===== src/rtl/core/greedy_facility_location_round_macros.svh =====
// assertion macros for the greedy facility location round block
// expects clk_i and rst_ni in the scope of use
`ifndef GREEDY_FACILITY_LOCATION_ROUND_MACROS_SVH
`define GREEDY_FACILITY_LOCATION_ROUND_MACROS_SVH

// same-cycle implication
`define GFLR_ASSERT_IMP(lbl, ante, cons, msg) \
  lbl: assert property (@(posedge clk_i) disable iff (!rst_ni) (ante) |-> (cons)) \
    else $error(msg);

// next-cycle implication
`define GFLR_ASSERT_NXT(lbl, ante, cons, msg) \
  lbl: assert property (@(posedge clk_i) disable iff (!rst_ni) (ante) |=> (cons)) \
    else $error(msg);

`endif


===== src/rtl/core/gflr_pkg.sv =====
// shared codes and port widths of the greedy facility location round block
// no dependencies
`default_nettype none

package gflr_pkg;

  localparam int unsigned REQ_W   = 2;
  localparam int unsigned FAC_W   = 3;
  localparam int unsigned CLI_W   = 4;
  localparam int unsigned COSTI_W = 16;
  localparam int unsigned NUM_W   = 22;
  localparam int unsigned DEN_W   = 5;

  typedef logic [REQ_W-1:0] req_t;

  localparam req_t REQ_CONN  = 2'd0;
  localparam req_t REQ_OPEN  = 2'd1;
  localparam req_t REQ_ROUND = 2'd2;

endpackage

`default_nettype wire


===== src/rtl/core/gflr_ram.sv =====
// generic simple dual-port ram, one write and one registered read per cycle
// no dependencies
`default_nettype none

module gflr_ram #(
  parameter int unsigned WIDTH = 16,
  parameter int unsigned DEPTH = 16
) (
  input  wire logic                                     clk_i,
  input  wire logic                                     we_i,
  input  wire logic [(DEPTH > 1 ? $clog2(DEPTH) : 1)-1:0] waddr_i,
  input  wire logic [WIDTH-1:0]                         wdata_i,
  input  wire logic [(DEPTH > 1 ? $clog2(DEPTH) : 1)-1:0] raddr_i,
  output logic [WIDTH-1:0]                              rdata_o
);

  logic [WIDTH-1:0] mem_q [DEPTH];
  logic [WIDTH-1:0] rdata_q;

  always_ff @(posedge clk_i) begin
    if (we_i) begin
      mem_q[waddr_i] <= wdata_i;
    end
    rdata_q <= mem_q[raddr_i];
  end

  assign rdata_o = rdata_q;

endmodule

`default_nettype wire


===== src/rtl/core/greedy_facility_location_round.sv =====
// a load gives no result; the length of a round grows with the longest walk s
//   and with output stalls, since every walk step rescans all C clients
// throughput: one item at a time, the next is taken once the round is over
// reset: served, opened and control state cleared; cost memories undefined
`default_nettype none

`include "greedy_facility_location_round_macros.svh"

module greedy_facility_location_round #(
  parameter int unsigned FACILITIES = 8,
  parameter int unsigned CLIENTS    = 16,
  parameter int unsigned COST_WIDTH = 16
) (
  input  wire logic                          clk_i,
  input  wire logic                          rst_ni,
  input  wire logic                          in_valid_i,
  output logic                               in_stall_o,
  input  wire logic [gflr_pkg::REQ_W-1:0]    req_type_i,
  input  wire logic [gflr_pkg::FAC_W-1:0]    facility_i,
  input  wire logic [gflr_pkg::CLI_W-1:0]    client_i,
  input  wire logic [gflr_pkg::COSTI_W-1:0]  cost_value_i,
  output logic                               out_valid_o,
  input  wire logic                          out_stall_i,
  output logic [gflr_pkg::CLI_W-1:0]         client_out_o,
  output logic [gflr_pkg::FAC_W-1:0]         facility_out_o,
  output logic signed [gflr_pkg::NUM_W-1:0]  ratio_numerator_o,
  output logic [gflr_pkg::DEN_W-1:0]         ratio_denominator_o,
  output logic                               switched_o,
  output logic                               newly_opened_o,
  output logic                               all_served_o,
  output logic                               last_o
);

  // index and arithmetic widths
  localparam int unsigned FIW = FACILITIES > 1 ? $clog2(FACILITIES) : 1;
  localparam int unsigned CIW = CLIENTS > 1 ? $clog2(CLIENTS) : 1;
  localparam int unsigned CJW = $clog2(CLIENTS + 1);
  localparam int unsigned AW  = (FACILITIES * CLIENTS) > 1 ? $clog2(FACILITIES * CLIENTS) : 1;
  localparam int unsigned DW  = $clog2(CLIENTS + 1);
  localparam int unsigned SW  = COST_WIDTH + CJW;
  localparam int unsigned NW  = SW + 2;
  localparam int unsigned PW  = NW + DW + 1;
  localparam int unsigned OW  = NW > gflr_pkg::NUM_W ? NW : gflr_pkg::NUM_W;
  localparam int unsigned ODW = DW > gflr_pkg::DEN_W ? DW : gflr_pkg::DEN_W;
  localparam int unsigned OCW = CIW > gflr_pkg::CLI_W ? CIW : gflr_pkg::CLI_W;
  localparam int unsigned OFW = FIW > gflr_pkg::FAC_W ? FIW : gflr_pkg::FAC_W;

  // sequencer states
  localparam logic [3:0] S_IDLE  = 4'd0;
  localparam logic [3:0] S_DONE  = 4'd1;
  localparam logic [3:0] S_PRE   = 4'd2;
  localparam logic [3:0] S_SCAN  = 4'd3;
  localparam logic [3:0] S_STEP  = 4'd4;
  localparam logic [3:0] S_MUL   = 4'd5;
  localparam logic [3:0] S_DEC   = 4'd6;
  localparam logic [3:0] S_NEXTF = 4'd7;
  localparam logic [3:0] S_EMS   = 4'd8;
  localparam logic [3:0] S_SWE   = 4'd9;
  localparam logic [3:0] S_FIN   = 4'd10;

  // scan purposes
  localparam logic [1:0] M_WALK = 2'd0;
  localparam logic [1:0] M_SW   = 2'd1;
  localparam logic [1:0] M_STAR = 2'd2;

  // control state
  logic [3:0]      state_q, state_d;
  logic [1:0]      mode_q, mode_d;
  logic [1:0]      ph_q, ph_d;
  logic [FIW-1:0]  i_q, i_d;
  logic [CJW-1:0]  j_q, j_d;
  logic [CIW-1:0]  jd_q, jd_d;
  logic            rdv_q, rdv_d;
  logic            first_q, first_d;
  logic [DW-1:0]   k_q, k_d;
  logic            lvalid_q, lvalid_d;
  logic            bvalid_q, bvalid_d;
  logic            prev_valid_q, prev_valid_d;
  logic            cand_valid_q, cand_valid_d;
  logic [CLIENTS-1:0]    served_q, served_d;
  logic [CLIENTS-1:0]    star_q, star_d;
  logic [CLIENTS-1:0]    sw_q, sw_d;
  logic [FACILITIES-1:0] opened_q, opened_d;
  logic            out_valid_q, out_valid_d;

  // datapath state
  logic [SW-1:0]          delta_q, delta_d;
  logic [SW-1:0]          sum_q, sum_d;
  logic signed [NW-1:0]   num_q, num_d;
  logic [DW-1:0]          den_q, den_d;
  logic signed [NW-1:0]   ln_q, ln_d;
  logic [DW-1:0]          ld_q, ld_d;
  logic signed [NW-1:0]   bnum_q, bnum_d;
  logic [DW-1:0]          bden_q, bden_d;
  logic [FIW-1:0]         bf_q, bf_d;
  logic [COST_WIDTH-1:0]  prev_cost_q, prev_cost_d;
  logic [CIW-1:0]         prev_idx_q, prev_idx_d;
  logic [COST_WIDTH-1:0]  cand_cost_q, cand_cost_d;
  logic [CIW-1:0]         cand_idx_q, cand_idx_d;
  logic signed [PW-1:0]   p1_q, p2_q, p3_q, p4_q;
  logic signed [PW-1:0]   p1_d, p2_d, p3_d, p4_d;

  // output item registers
  logic [gflr_pkg::CLI_W-1:0]        oc_q, oc_d;
  logic [gflr_pkg::FAC_W-1:0]        of_q, of_d;
  logic signed [gflr_pkg::NUM_W-1:0] on_q, on_d;
  logic [gflr_pkg::DEN_W-1:0]        od_q, od_d;
  logic osw_q, osw_d, onew_q, onew_d, odone_q, odone_d, olast_q, olast_d;

  // memory ports
  logic                  conn_we;
  logic [AW-1:0]         conn_waddr, conn_raddr;
  logic [COST_WIDTH-1:0] conn_rdata;
  logic                  open_we;
  logic [COST_WIDTH-1:0] open_rdata;
  logic                  fac_we;
  logic [CIW-1:0]        fac_waddr;
  logic [FIW-1:0]        fac_rdata;
  logic                  cur_we;
  logic [COST_WIDTH-1:0] cur_rdata;

  logic                  in_acc;
  logic                  can_emit;
  logic [CIW-1:0]        jx;
  logic [COST_WIDTH-1:0] cost_in;
  logic [COST_WIDTH-1:0] open_eff;
  logic signed [OW-1:0]  num_ext;
  logic [ODW-1:0]        den_ext;
  logic [OFW-1:0]        fac_ext;
  logic [OCW-1:0]        cli_ext;

  assign in_acc   = in_valid_i & ~in_stall_o;
  assign can_emit = ~out_valid_q | ~out_stall_i;
  assign jx       = j_q[CIW-1:0];
  assign cost_in  = COST_WIDTH'(cost_value_i);
  assign open_eff = opened_q[i_q] ? '0 : open_rdata;

  // shared output formatting of the winning ratio and facility
  assign num_ext = OW'(bnum_q);
  assign den_ext = ODW'(bden_q);
  assign fac_ext = OFW'(bf_q);

  // load writes straight from the input item
  assign conn_we    = in_acc && req_type_i == gflr_pkg::REQ_CONN
                      && 32'(facility_i) < FACILITIES && 32'(client_i) < CLIENTS;
  assign conn_waddr = AW'(facility_i) * AW'(CLIENTS) + AW'(client_i);
  assign open_we    = in_acc && req_type_i == gflr_pkg::REQ_OPEN
                      && 32'(facility_i) < FACILITIES;

  // cost memory read: served client's current facility in the prepass,
  // the facility under evaluation everywhere else
  assign conn_raddr = (state_q == S_PRE)
                      ? AW'(fac_rdata) * AW'(CLIENTS) + AW'(jx)
                      : AW'(i_q) * AW'(CLIENTS) + AW'(jx);

  // current cost of each served client is refreshed at the start of a round
  assign cur_we = (state_q == S_PRE) && (ph_q == 2'd2);

  gflr_ram #(.WIDTH(COST_WIDTH), .DEPTH(FACILITIES * CLIENTS)) u_conn (
    .clk_i   (clk_i),
    .we_i    (conn_we),
    .waddr_i (conn_waddr),
    .wdata_i (cost_in),
    .raddr_i (conn_raddr),
    .rdata_o (conn_rdata)
  );

  gflr_ram #(.WIDTH(COST_WIDTH), .DEPTH(FACILITIES)) u_open (
    .clk_i   (clk_i),
    .we_i    (open_we),
    .waddr_i (FIW'(facility_i)),
    .wdata_i (cost_in),
    .raddr_i (i_q),
    .rdata_o (open_rdata)
  );

  gflr_ram #(.WIDTH(FIW), .DEPTH(CLIENTS)) u_fac (
    .clk_i   (clk_i),
    .we_i    (fac_we),
    .waddr_i (fac_waddr),
    .wdata_i (bf_q),
    .raddr_i (jx),
    .rdata_o (fac_rdata)
  );

  gflr_ram #(.WIDTH(COST_WIDTH), .DEPTH(CLIENTS)) u_cur (
    .clk_i   (clk_i),
    .we_i    (cur_we),
    .waddr_i (jx),
    .wdata_i (conn_rdata),
    .raddr_i (jx),
    .rdata_o (cur_rdata)
  );

  always_comb begin
    state_d      = state_q;
    mode_d       = mode_q;
    ph_d         = ph_q;
    i_d          = i_q;
    j_d          = j_q;
    jd_d         = jx;
    rdv_d        = 1'b0;
    first_d      = first_q;
    k_d          = k_q;
    lvalid_d     = lvalid_q;
    bvalid_d     = bvalid_q;
    prev_valid_d = prev_valid_q;
    cand_valid_d = cand_valid_q;
    served_d     = served_q;
    star_d       = star_q;
    sw_d         = sw_q;
    opened_d     = opened_q;
    out_valid_d  = out_valid_q & out_stall_i;
    delta_d      = delta_q;
    sum_d        = sum_q;
    num_d        = num_q;
    den_d        = den_q;
    ln_d         = ln_q;
    ld_d         = ld_q;
    bnum_d       = bnum_q;
    bden_d       = bden_q;
    bf_d         = bf_q;
    prev_cost_d  = prev_cost_q;
    prev_idx_d   = prev_idx_q;
    cand_cost_d  = cand_cost_q;
    cand_idx_d   = cand_idx_q;
    p1_d         = p1_q;
    p2_d         = p2_q;
    p3_d         = p3_q;
    p4_d         = p4_q;
    oc_d         = oc_q;
    of_d         = of_q;
    on_d         = on_q;
    od_d         = od_q;
    osw_d        = osw_q;
    onew_d       = onew_q;
    odone_d      = odone_q;
    olast_d      = olast_q;
    fac_we       = 1'b0;
    fac_waddr    = cand_idx_q;
    cli_ext      = OCW'(cand_idx_q);

    // scan data path: one client per cycle behind the memory read
    if (rdv_q) begin
      if (mode_q == M_SW) begin
        sw_d[jd_q] = served_q[jd_q] && (cur_rdata > conn_rdata);
      end else if (served_q[jd_q]) begin
        if (first_q && mode_q == M_WALK && cur_rdata > conn_rdata) begin
          delta_d = delta_q + SW'(cur_rdata - conn_rdata);
        end
      end else if ((!prev_valid_q || conn_rdata > prev_cost_q
                    || (conn_rdata == prev_cost_q && jd_q > prev_idx_q))
                   && (!cand_valid_q || conn_rdata < cand_cost_q)) begin
        // next client in (cost, index) order after the last one taken
        cand_valid_d = 1'b1;
        cand_cost_d  = conn_rdata;
        cand_idx_d   = jd_q;
      end
    end

    case (state_q)
      S_IDLE: begin
        if (in_acc && req_type_i == gflr_pkg::REQ_ROUND) begin
          if (&served_q) begin
            state_d = S_DONE;
          end else begin
            state_d = S_PRE;
            j_d     = '0;
            ph_d    = 2'd0;
          end
        end
      end
      S_DONE: begin
        if (can_emit) begin
          out_valid_d = 1'b1;
          oc_d    = '0;
          of_d    = '0;
          on_d    = '0;
          od_d    = '0;
          osw_d   = 1'b0;
          onew_d  = 1'b0;
          odone_d = 1'b1;
          olast_d = 1'b1;
          state_d = S_IDLE;
        end
      end
      S_PRE: begin
        // facility lookup, then cost lookup, then write back
        if (ph_q == 2'd2) begin
          ph_d = 2'd0;
          if (j_q == CJW'(CLIENTS - 1)) begin
            state_d      = S_SCAN;
            mode_d       = M_WALK;
            i_d          = '0;
            j_d          = '0;
            first_d      = 1'b1;
            delta_d      = '0;
            sum_d        = '0;
            k_d          = '0;
            lvalid_d     = 1'b0;
            bvalid_d     = 1'b0;
            prev_valid_d = 1'b0;
            cand_valid_d = 1'b0;
          end else begin
            j_d = j_q + 1'b1;
          end
        end else begin
          ph_d = ph_q + 1'b1;
        end
      end
      S_SCAN: begin
        if (j_q != CJW'(CLIENTS)) begin
          rdv_d = 1'b1;
          j_d   = j_q + 1'b1;
        end else if (!rdv_q) begin
          first_d = 1'b0;
          case (mode_q)
            M_WALK: state_d = S_STEP;
            M_SW: begin
              mode_d       = M_STAR;
              j_d          = '0;
              k_d          = '0;
              prev_valid_d = 1'b0;
              cand_valid_d = 1'b0;
            end
            default: state_d = S_EMS;
          endcase
        end
      end
      S_STEP: begin
        if (!cand_valid_q) begin
          state_d = S_NEXTF;
        end else begin
          sum_d   = sum_q + SW'(cand_cost_q);
          num_d   = $signed(NW'(open_eff)) + $signed(NW'(sum_d)) - $signed(NW'(delta_q));
          den_d   = k_q + 1'b1;
          state_d = S_MUL;
        end
      end
      S_MUL: begin
        // cross products for the exact ratio compares
        p1_d    = PW'(num_q) * PW'($signed({1'b0, ld_q}));
        p2_d    = PW'(ln_q) * PW'($signed({1'b0, den_q}));
        p3_d    = PW'(num_q) * PW'($signed({1'b0, bden_q}));
        p4_d    = PW'(bnum_q) * PW'($signed({1'b0, den_q}));
        state_d = S_DEC;
      end
      S_DEC: begin
        if (lvalid_q && !(p1_q < p2_q)) begin
          // ratio stopped falling
          state_d = S_NEXTF;
        end else begin
          ln_d     = num_q;
          ld_d     = den_q;
          lvalid_d = 1'b1;
          if (!bvalid_q || p3_q < p4_q) begin
            bvalid_d = 1'b1;
            bnum_d   = num_q;
            bden_d   = den_q;
            bf_d     = i_q;
          end
          k_d          = den_q;
          prev_valid_d = 1'b1;
          prev_cost_d  = cand_cost_q;
          prev_idx_d   = cand_idx_q;
          cand_valid_d = 1'b0;
          j_d          = '0;
          state_d      = S_SCAN;
        end
      end
      S_NEXTF: begin
        j_d          = '0;
        k_d          = '0;
        prev_valid_d = 1'b0;
        cand_valid_d = 1'b0;
        state_d      = S_SCAN;
        if (i_q == FIW'(FACILITIES - 1)) begin
          // winner known: find the clients it saves on, then redo its walk
          i_d    = bf_q;
          mode_d = M_SW;
        end else begin
          i_d      = i_q + 1'b1;
          first_d  = 1'b1;
          delta_d  = '0;
          sum_d    = '0;
          lvalid_d = 1'b0;
        end
      end
      S_EMS: begin
        if (can_emit) begin
          out_valid_d = 1'b1;
          oc_d    = cli_ext[gflr_pkg::CLI_W-1:0];
          of_d    = fac_ext[gflr_pkg::FAC_W-1:0];
          on_d    = num_ext[gflr_pkg::NUM_W-1:0];
          od_d    = den_ext[gflr_pkg::DEN_W-1:0];
          osw_d   = 1'b0;
          onew_d  = ~opened_q[bf_q];
          odone_d = 1'b0;
          olast_d = (DW'(k_q + 1'b1) == bden_q) && (sw_q == '0);
          fac_we  = 1'b1;
          star_d[cand_idx_q] = 1'b1;
          prev_valid_d = 1'b1;
          prev_cost_d  = cand_cost_q;
          prev_idx_d   = cand_idx_q;
          cand_valid_d = 1'b0;
          k_d          = k_q + 1'b1;
          j_d          = '0;
          state_d      = (DW'(k_q + 1'b1) == bden_q) ? S_SWE : S_SCAN;
        end
      end
      S_SWE: begin
        fac_waddr = jx;
        cli_ext   = OCW'(jx);
        if (j_q == CJW'(CLIENTS)) begin
          state_d = S_FIN;
        end else if (sw_q[jx]) begin
          if (can_emit) begin
            sw_d[jx]    = 1'b0;
            out_valid_d = 1'b1;
            oc_d    = cli_ext[gflr_pkg::CLI_W-1:0];
            of_d    = fac_ext[gflr_pkg::FAC_W-1:0];
            on_d    = num_ext[gflr_pkg::NUM_W-1:0];
            od_d    = den_ext[gflr_pkg::DEN_W-1:0];
            osw_d   = 1'b1;
            onew_d  = ~opened_q[bf_q];
            odone_d = 1'b0;
            olast_d = (sw_d == '0);
            fac_we  = 1'b1;
            j_d     = j_q + 1'b1;
          end
        end else begin
          j_d = j_q + 1'b1;
        end
      end
      S_FIN: begin
        served_d     = served_q | star_q;
        star_d       = '0;
        opened_d[bf_q] = 1'b1;
        state_d      = S_IDLE;
      end
      default: state_d = S_IDLE;
    endcase
  end

  always_ff @(posedge clk_i or negedge rst_ni) begin
    if (!rst_ni) begin
      state_q      <= S_IDLE;
      mode_q       <= M_WALK;
      ph_q         <= 2'd0;
      i_q          <= '0;
      j_q          <= '0;
      rdv_q        <= 1'b0;
      first_q      <= 1'b0;
      k_q          <= '0;
      lvalid_q     <= 1'b0;
      bvalid_q     <= 1'b0;
      prev_valid_q <= 1'b0;
      cand_valid_q <= 1'b0;
      served_q     <= '0;
      star_q       <= '0;
      sw_q         <= '0;
      opened_q     <= '0;
      out_valid_q  <= 1'b0;
    end else begin
      state_q      <= state_d;
      mode_q       <= mode_d;
      ph_q         <= ph_d;
      i_q          <= i_d;
      j_q          <= j_d;
      rdv_q        <= rdv_d;
      first_q      <= first_d;
      k_q          <= k_d;
      lvalid_q     <= lvalid_d;
      bvalid_q     <= bvalid_d;
      prev_valid_q <= prev_valid_d;
      cand_valid_q <= cand_valid_d;
      served_q     <= served_d;
      star_q       <= star_d;
      sw_q         <= sw_d;
      opened_q     <= opened_d;
      out_valid_q  <= out_valid_d;
    end
  end

  always_ff @(posedge clk_i) begin
    jd_q        <= jd_d;
    delta_q     <= delta_d;
    sum_q       <= sum_d;
    num_q       <= num_d;
    den_q       <= den_d;
    ln_q        <= ln_d;
    ld_q        <= ld_d;
    bnum_q      <= bnum_d;
    bden_q      <= bden_d;
    bf_q        <= bf_d;
    prev_cost_q <= prev_cost_d;
    prev_idx_q  <= prev_idx_d;
    cand_cost_q <= cand_cost_d;
    cand_idx_q  <= cand_idx_d;
    p1_q        <= p1_d;
    p2_q        <= p2_d;
    p3_q        <= p3_d;
    p4_q        <= p4_d;
    oc_q        <= oc_d;
    of_q        <= of_d;
    on_q        <= on_d;
    od_q        <= od_d;
    osw_q       <= osw_d;
    onew_q      <= onew_d;
    odone_q     <= odone_d;
    olast_q     <= olast_d;
  end

  assign in_stall_o          = (state_q != S_IDLE);
  assign out_valid_o         = out_valid_q;
  assign client_out_o        = oc_q;
  assign facility_out_o      = of_q;
  assign ratio_numerator_o   = on_q;
  assign ratio_denominator_o = od_q;
  assign switched_o          = osw_q;
  assign newly_opened_o      = onew_q;
  assign all_served_o        = odone_q;
  assign last_o              = olast_q;

  `GFLR_ASSERT_NXT(a_done_item, (state_q == S_DONE) && can_emit, out_valid_o && last_o && all_served_o, "done item not shown")
  `GFLR_ASSERT_IMP(a_den_nonzero, out_valid_o && !all_served_o, ratio_denominator_o != '0, "assigned item with empty star set")
  `GFLR_ASSERT_IMP(a_walk_bound, (state_q == S_EMS) || (state_q == S_SWE), bvalid_q && (bden_q != '0), "emission without a winner")

endmodule

`default_nettype wire

===== config.mk =====
export PLATFORM = sky130hd
export DESIGN_NAME = greedy_facility_location_round
export DESIGN_NICKNAME = d
export VERILOG_FILES = /design/src/rtl/core/gflr_pkg.sv /design/src/rtl/core/gflr_ram.sv /design/src/rtl/core/greedy_facility_location_round.sv
export VERILOG_INCLUDE_DIRS = /design/src /design/src/rtl/core
export SDC_FILE = /design/constraint.sdc
export NUM_CORES = 2
export LEC_CHECK = 0
export ABC_AREA = 0
export BUFFER_PORTS_ARGS = -buffer_cell sky130_fd_sc_hd__buf_2
export CORE_UTILIZATION = 35
export CTS_CLUSTER_SIZE = 28
export DETAILED_ROUTE_END_ITERATION = 10
export PLACE_DENSITY = 0.54
export SYNTH_ARGS = -nofsm -noshare
export SYNTH_HDL_FRONTEND = slang
export SYNTH_HIERARCHICAL = 1
export SYNTH_SLANG_ARGS = --single-unit

===== constraint.sdc =====
create_clock -name clk_i -period 8.71 [get_ports clk_i]
set_clock_uncertainty 0.2 [all_clocks]
set_input_delay 0.871 -clock clk_i [delete_from_list [all_inputs] [get_ports clk_i]]
set_output_delay 0.871 -clock clk_i [all_outputs]
set_load 0.005 [all_outputs]

**Yosys cells after proc, flatten, opt, wreduce, memory -nomap -nowiden**

Memory sizes are Yosys's and may differ from the RTL's. A register that Yosys moved wholly into a read port is not among the register bits.
Cells that the tools add are included.

- Bits in registers: 411
- Memory bits (writable): 2480
- Logic and storage cells: 377
- Memories: 4

- $add $sub $neg: 12
- Multipliers: 4
- $lt $le $gt $ge: 15
- Equal/unequal tests: 43
- Mux-type cells: 179
- Bitwise gates (word level): 15
- Reductions and logical operators: 62

Memories:

| memory | depth | bits a word | read ports | clocked after memory_dff | write ports | line | text |
|---|---|---|---|---|---|---|---|
| u_conn.mem_q | 128 | 16 | 1 | 1 | 1 | gflr_ram.sv:17 | `logic [WIDTH-1:0] mem_q [DEPTH];` |
| u_cur.mem_q | 16 | 16 | 1 | 1 | 1 | gflr_ram.sv:17 |  |
| u_open.mem_q | 8 | 16 | 1 | 1 | 1 | gflr_ram.sv:17 |  |
| u_fac.mem_q | 16 | 3 | 1 | 1 | 1 | gflr_ram.sv:17 |  |

Operators with widths:

| operator | number |
|---|---|
| $mux W21 | 11 |
| $mux W16 | 10 |
| $mul A23 B6 Y29 | 4 |
| $mux W5 | 20 |
| $mux W22 | 4 |
| $pmux W22 S3 | 1 |
| $pmux W16 S2 | 2 |
| $mux W1 | 63 |
| $pmux W21 S3 | 1 |
| $mux W4 | 15 |
| $lt A29 B29 Y1 | 2 |
| $pmux W21 S2 | 1 |
| $pmux W4 S10 | 1 |
| $pmux W5 S7 | 1 |
| $ne A2 B2 Y1 const B | 17 |
| $gt A16 B16 Y1 | 2 |
| $logic_not A16 Y1 | 2 |
| $or A16 B16 Y16 | 2 |
| $pmux W5 S5 | 1 |
| $mux W3 | 8 |
| $sub A22 B21 Y23 | 1 |
| $add A16 B21 Y22 | 1 |
| $mux W2 | 11 |
| $add A21 B16 Y21 | 1 |
| other kinds (69) | 148 |

**Longest topological paths before layout**

- Word-level depth: 13
- Mapped depth: 22
- Mapped depth without buffers: 22

**Modules after synthesis**

Netlist, hierarchy kept.

By module, submodules not included:

| module | times used | cells an instance | area an instance (um^2) |
|---|---|---|---|
| gflr_ram at u_conn | 1 | 3085 | 78524.1 |
| greedy_facility_location_round | 1 | 3747 | 37171.9 |
| gflr_ram at u_cur | 1 | 432 | 10043.4 |
| gflr_ram at u_open | 1 | 214 | 5293.8 |
| gflr_ram at u_fac | 1 | 103 | 2011.9 |

**Worst setup path before layout**

Ideal clock, no wire load.

- Kind: reg2reg
- Start point: register state_q[3]
- End point: register p1_q[0], enable pin
- Data arrival time: 8.650 ns
- Required time: 7.777 ns
- Slack: -0.873 ns
- Stages on the path, launching flop included: 5
- Buffers on the path: 1
- Clock period less this slack: 9.583 ns
- Path through: dfrtp_1 -> clkbuf_1 -> inv_1 -> nand2_1 -> nor3_1

- Longest elaborated chain between the ends: 1

RTL lines:

| what | line | text |
|---|---|---|
| from (decl) | greedy_facility_location_round.sv:67 | `logic [3:0] state_q, state_d;` |
| from (signal assigned) | greedy_facility_location_round.sv:465 | `state_q <= state_d;` |
| $eq A4 B3 Y1 | greedy_facility_location_round.sv:261 | `case (state_q)` |
| to (signal assigned) | greedy_facility_location_round.sv:500 | `p1_q <= p1_d;` |
| to (decl) | greedy_facility_location_round.sv:100 | `logic signed [PW-1:0] p1_q, p2_q, p3_q, p4_q;` |

No other way between the ends.
A chain may end at the register's enable or synchronous reset.

**Worst setup path after layout**

- Start point: register den_q[2]
- End point: register p4_q[28] (data pin)

- Longest elaborated chain between the ends: 1

RTL lines:

| what | line | text |
|---|---|---|
| from (decl) | greedy_facility_location_round.sv:90 | `logic [DW-1:0] den_q, den_d;` |
| from (signal assigned) | greedy_facility_location_round.sv:490 | `den_q <= den_d;` |
| $mul A23 B6 Y29 | greedy_facility_location_round.sv:345 | `p4_d = PW'(bnum_q) * PW'($signed({1'b0, den_q}));` |
| to (signal assigned) | greedy_facility_location_round.sv:503 | `p4_q <= p4_d;` |
| to (decl) | greedy_facility_location_round.sv:100 |  |

No other way between the ends.

==> results.txt <==
Primary FF master, synth - edfxtp_1
Int Power - 32.43 mW
Mean Syn Cell Area - 17.55 um^2
wire per inst - 25.80 um
post-synthesis sequential area ratio - 65.51%
GPL Wtd Cong - 0.8001
clock power share - 28.8%
die area - 382600 um^2
Hold Path Origin - cost_value_i[11]
I/O pins - 69
Antenna Nets Post-Route - 0
Max-Cap Viols - 0
WL final - 340.9 mm
Seq pwr share - 35.3%
Logic pwr share - 35.9%
vias per inst - 5.321
Distinct cells, synth - 101
postcts setup bufs - 0
first-pass GRT wire length - 497.1 mm
Hold Crit Depth - 1
critical path arrival - 6380 ps
synth cell count leaders - edfxtp_1 (2782), mux4_2 (741), nand2_1 (474)
crit path kind - flip-flop to flip-flop
nature of the critical path endpoint - flip-flop
Switching Fraction - 33.56%
Die W - 618.5 um
clock sink total - 2942
unrepaired setup endpoints after global routing - no
Area Overhead vs Synth - 13.89%
Synth top area share - 62.79%
# nets final - 8645
status - finished clean
vias in the first global route - 72270
Post-synth ARST share - 2.855%
Sequential Area - 87180 um^2
Hold EP - u_conn/mem_q[71][11]
proportion of layout cells with a drive suffix above 1 - 20.19%
Slew HR - 7.868%
synthesized flop and latch total - 2942
final worst path period share - 67.97%
H-tree depth - 5
Hold Violations, Final - 0
Post-Syn Area - 133000 um^2
FF-to-FF setup slack - 2790 ps
Worst-Margin Slew - 1377 ps
Reg clk slew, reported paths - 60 ps
R2R cell count - 17
Pleak - 52.10 nW
P_sw - 16.38 mW
Final setup viols - 0
largest net degree at the start of global routing - 138
drt first pass iters - 6
Util after Layout - 40.02%
most frequent cell after synthesis - edfxtp_1
CTS buffer count - 328
HPWL Detailed - 211.2 mm
Post-Syn Nets - 8311
worst-path fanout max - 27
Max Clock Freq - 168.9 MHz
Setup crit start kind - flip-flop
leading area contributor after synthesis - edfxtp_1
Area contributors post-synth - edfxtp_1 (63%), mux4_2 (13%), fa_1 (4.5%), ha_1 (3.8%), dfrtp_1 (1.6%)
Slew Limit Fails - 0
die height - 618.5 um
fin crit period - 5920 ps
Clock Tree Buf Depth - 4
vias - 70310
EDFF count, synth - 2782
port buffer count - 68
R2R Path End - p4_q[28]
Worst Path Required - 9170 ps
worst min-delay path class - input port to flip-flop
starting density of the core - 35.14%
drt initial violations - 6390
total grt overflow - 0
VDD IR max - 0.0003078 V
Clk Latency, worst-skew pair - 910 ps
DRC viols - 0
power density of the placed cells - 322.1 nW/um^2
CTS tree - yes
initial antenna violation count - 23
core box area - 378600 um^2
reg2reg start - den_q[2]
multi-input logic area - 42930 um^2
num rows - 226
Fin Setup TNS - 0 ps
CTS root buf - clkbuf_16
Mapped Cells - 7581
Warnings, synthesis - 6
fillers - 33860
GRT Total Usage - 17.58%
post-CTS resize count - 0
kinds of logic (layout without fill, tap and decap cells):
logic type,count (synthesis),after routing,synth area share [%]
AND/OR/NAND/NOR,1419,1419,5.116
flip-flops,2942,2942,65.51
multiplexers,855,855,14.07
other,0,17,0
adder cells (fa/ha/maj),701,701,8.285
AO/OA/AOI/OAI,715,715,3.553
buffers and inverters,780,1378,2.353
XOR/XNOR,169,169,1.113
per-layer routing:
layer / GRT usage, % / vias to the layer above / share of wire (%)
met4: 3.858 / 0 / 2.0
met2: 29.52 / 2016 / 49
met3: 2.162 / 423 / 5.6
met1: 24.50 / 37740 / 43
met5: 0 / - / 0
li1: - / 30120 / -
repair_timing:
action | CTS | global route
endpoints found under the hold margin | 28 | 0
hold buffers | 1 | 0
endpoints found under the setup margin | 0 | 0
power by group through the flow:
stage | Sequential, mW | Combinational, mW | Clock, mW
finish | 17.2 | 17.5 | 14.1
detailed placement | 17.5 | 17.7 | 0
floorplan | 17.2 | 12.1 | 0
global placement | 17.5 | 17.5 | 0
global route | 17.3 | 18.9 | 14.9
CTS | 17.2 | 17.8 | 14.4
worst max-delay path, cell delays in order (launching register included):
cell,delay (ps)
edfxtp_1,1050
buf_4,430
and2_1,190
fa_1,420
inv_1,90
fa_1,410
fa_1,500
inv_1,50
ha_1,320
o21ai_0,260
o21ai_1,160
a2111oi_2,480
o31ai_1,200
nand4b_1,170
a21oi_1,110
or3_1,370
a21oi_1,180
xnor2_1,80
cells in the final DEF, fill, tap and decap left out, drive strengths merged, types with 25 or more instances in the layout:
master / Yosys / final
mux4: 791 / 791
mux2: 37 / 37
a31oi: 29 / 29
mux2i: 27 / 27
a22oi: 44 / 44
ha: 401 / 401
o21bai: 26 / 26
nor3: 54 / 54
dfrtp: 84 / 84
clkbuf: 204 / 405
edfxtp: 2782 / 2782
o21a: 25 / 25
nor2b: 43 / 43
and2: 284 / 284
nand2b: 34 / 34
nand3: 70 / 70
bufinv: 0 / 41
dfxtp: 76 / 76
xor2: 46 / 46
nand2: 474 / 474
nand4: 41 / 41
buf: 111 / 318
nor2: 329 / 329
a211oi: 27 / 27
clkinv: 0 / 130
a21oi: 239 / 239
a21o: 107 / 107
inv: 465 / 476
xnor2: 123 / 123
o21ai: 96 / 96
fa: 300 / 300
registers in the layout, summed over array words and instances (netlist names), 21 cells and up:
register / count
num_q: 23
ratio_numerator_o: 22
u_conn/mem_q: 2048
u_fac/mem_q: 48
p4_q: 29
delta_q: 21
p2_q: 29
u_cur/mem_q: 256
p3_q: 29
ln_q: 23
sum_q: 21
bnum_q: 23
p1_q: 29
u_open/mem_q: 128
worst max-delay path by stage:
stage / startpoint / endpoint / depth (start not counted)
global placement: den_q[2] / p4_q[28] / 17
CTS: den_q[2] / p4_q[27] / 17
detailed placement: den_q[2] / p4_q[27] / 17
global route: den_q[2] / p4_q[27] / 17
floorplan: state_q[3] / p1_q[0] / 4
finish: den_q[2] / p4_q[28] / 17
stage by stage:
stage          setup slack [ps]  instance area (um^2)  hold slack (ps)  power [mW]  instances
2_1_floorplan              2689                133100            230.9       29.34       7581
3_3_place_gp               2796                140500            259.2       35.04      12600
3_5_place_dp               2743                140500            268.4       35.18      12600
4_1_cts                    2725                151500            82.07       49.37      13200
5_1_grt                    2395                151500            127.7       51.07      13200
6_report                   2790                151500            156.1       48.80      13210
cell type report:
class                      count  area share, %
antenna                       17        0.02807
timing repair buffer         319          1.580
sequential                  2942          57.53
inverter                     465          1.152
clock inverter               189          1.492
clock buffer                 405          5.743
multi-input combinational   3859          28.33
tap                         5016          4.142
No activity file was read; power rests on OpenSTA's default activity.
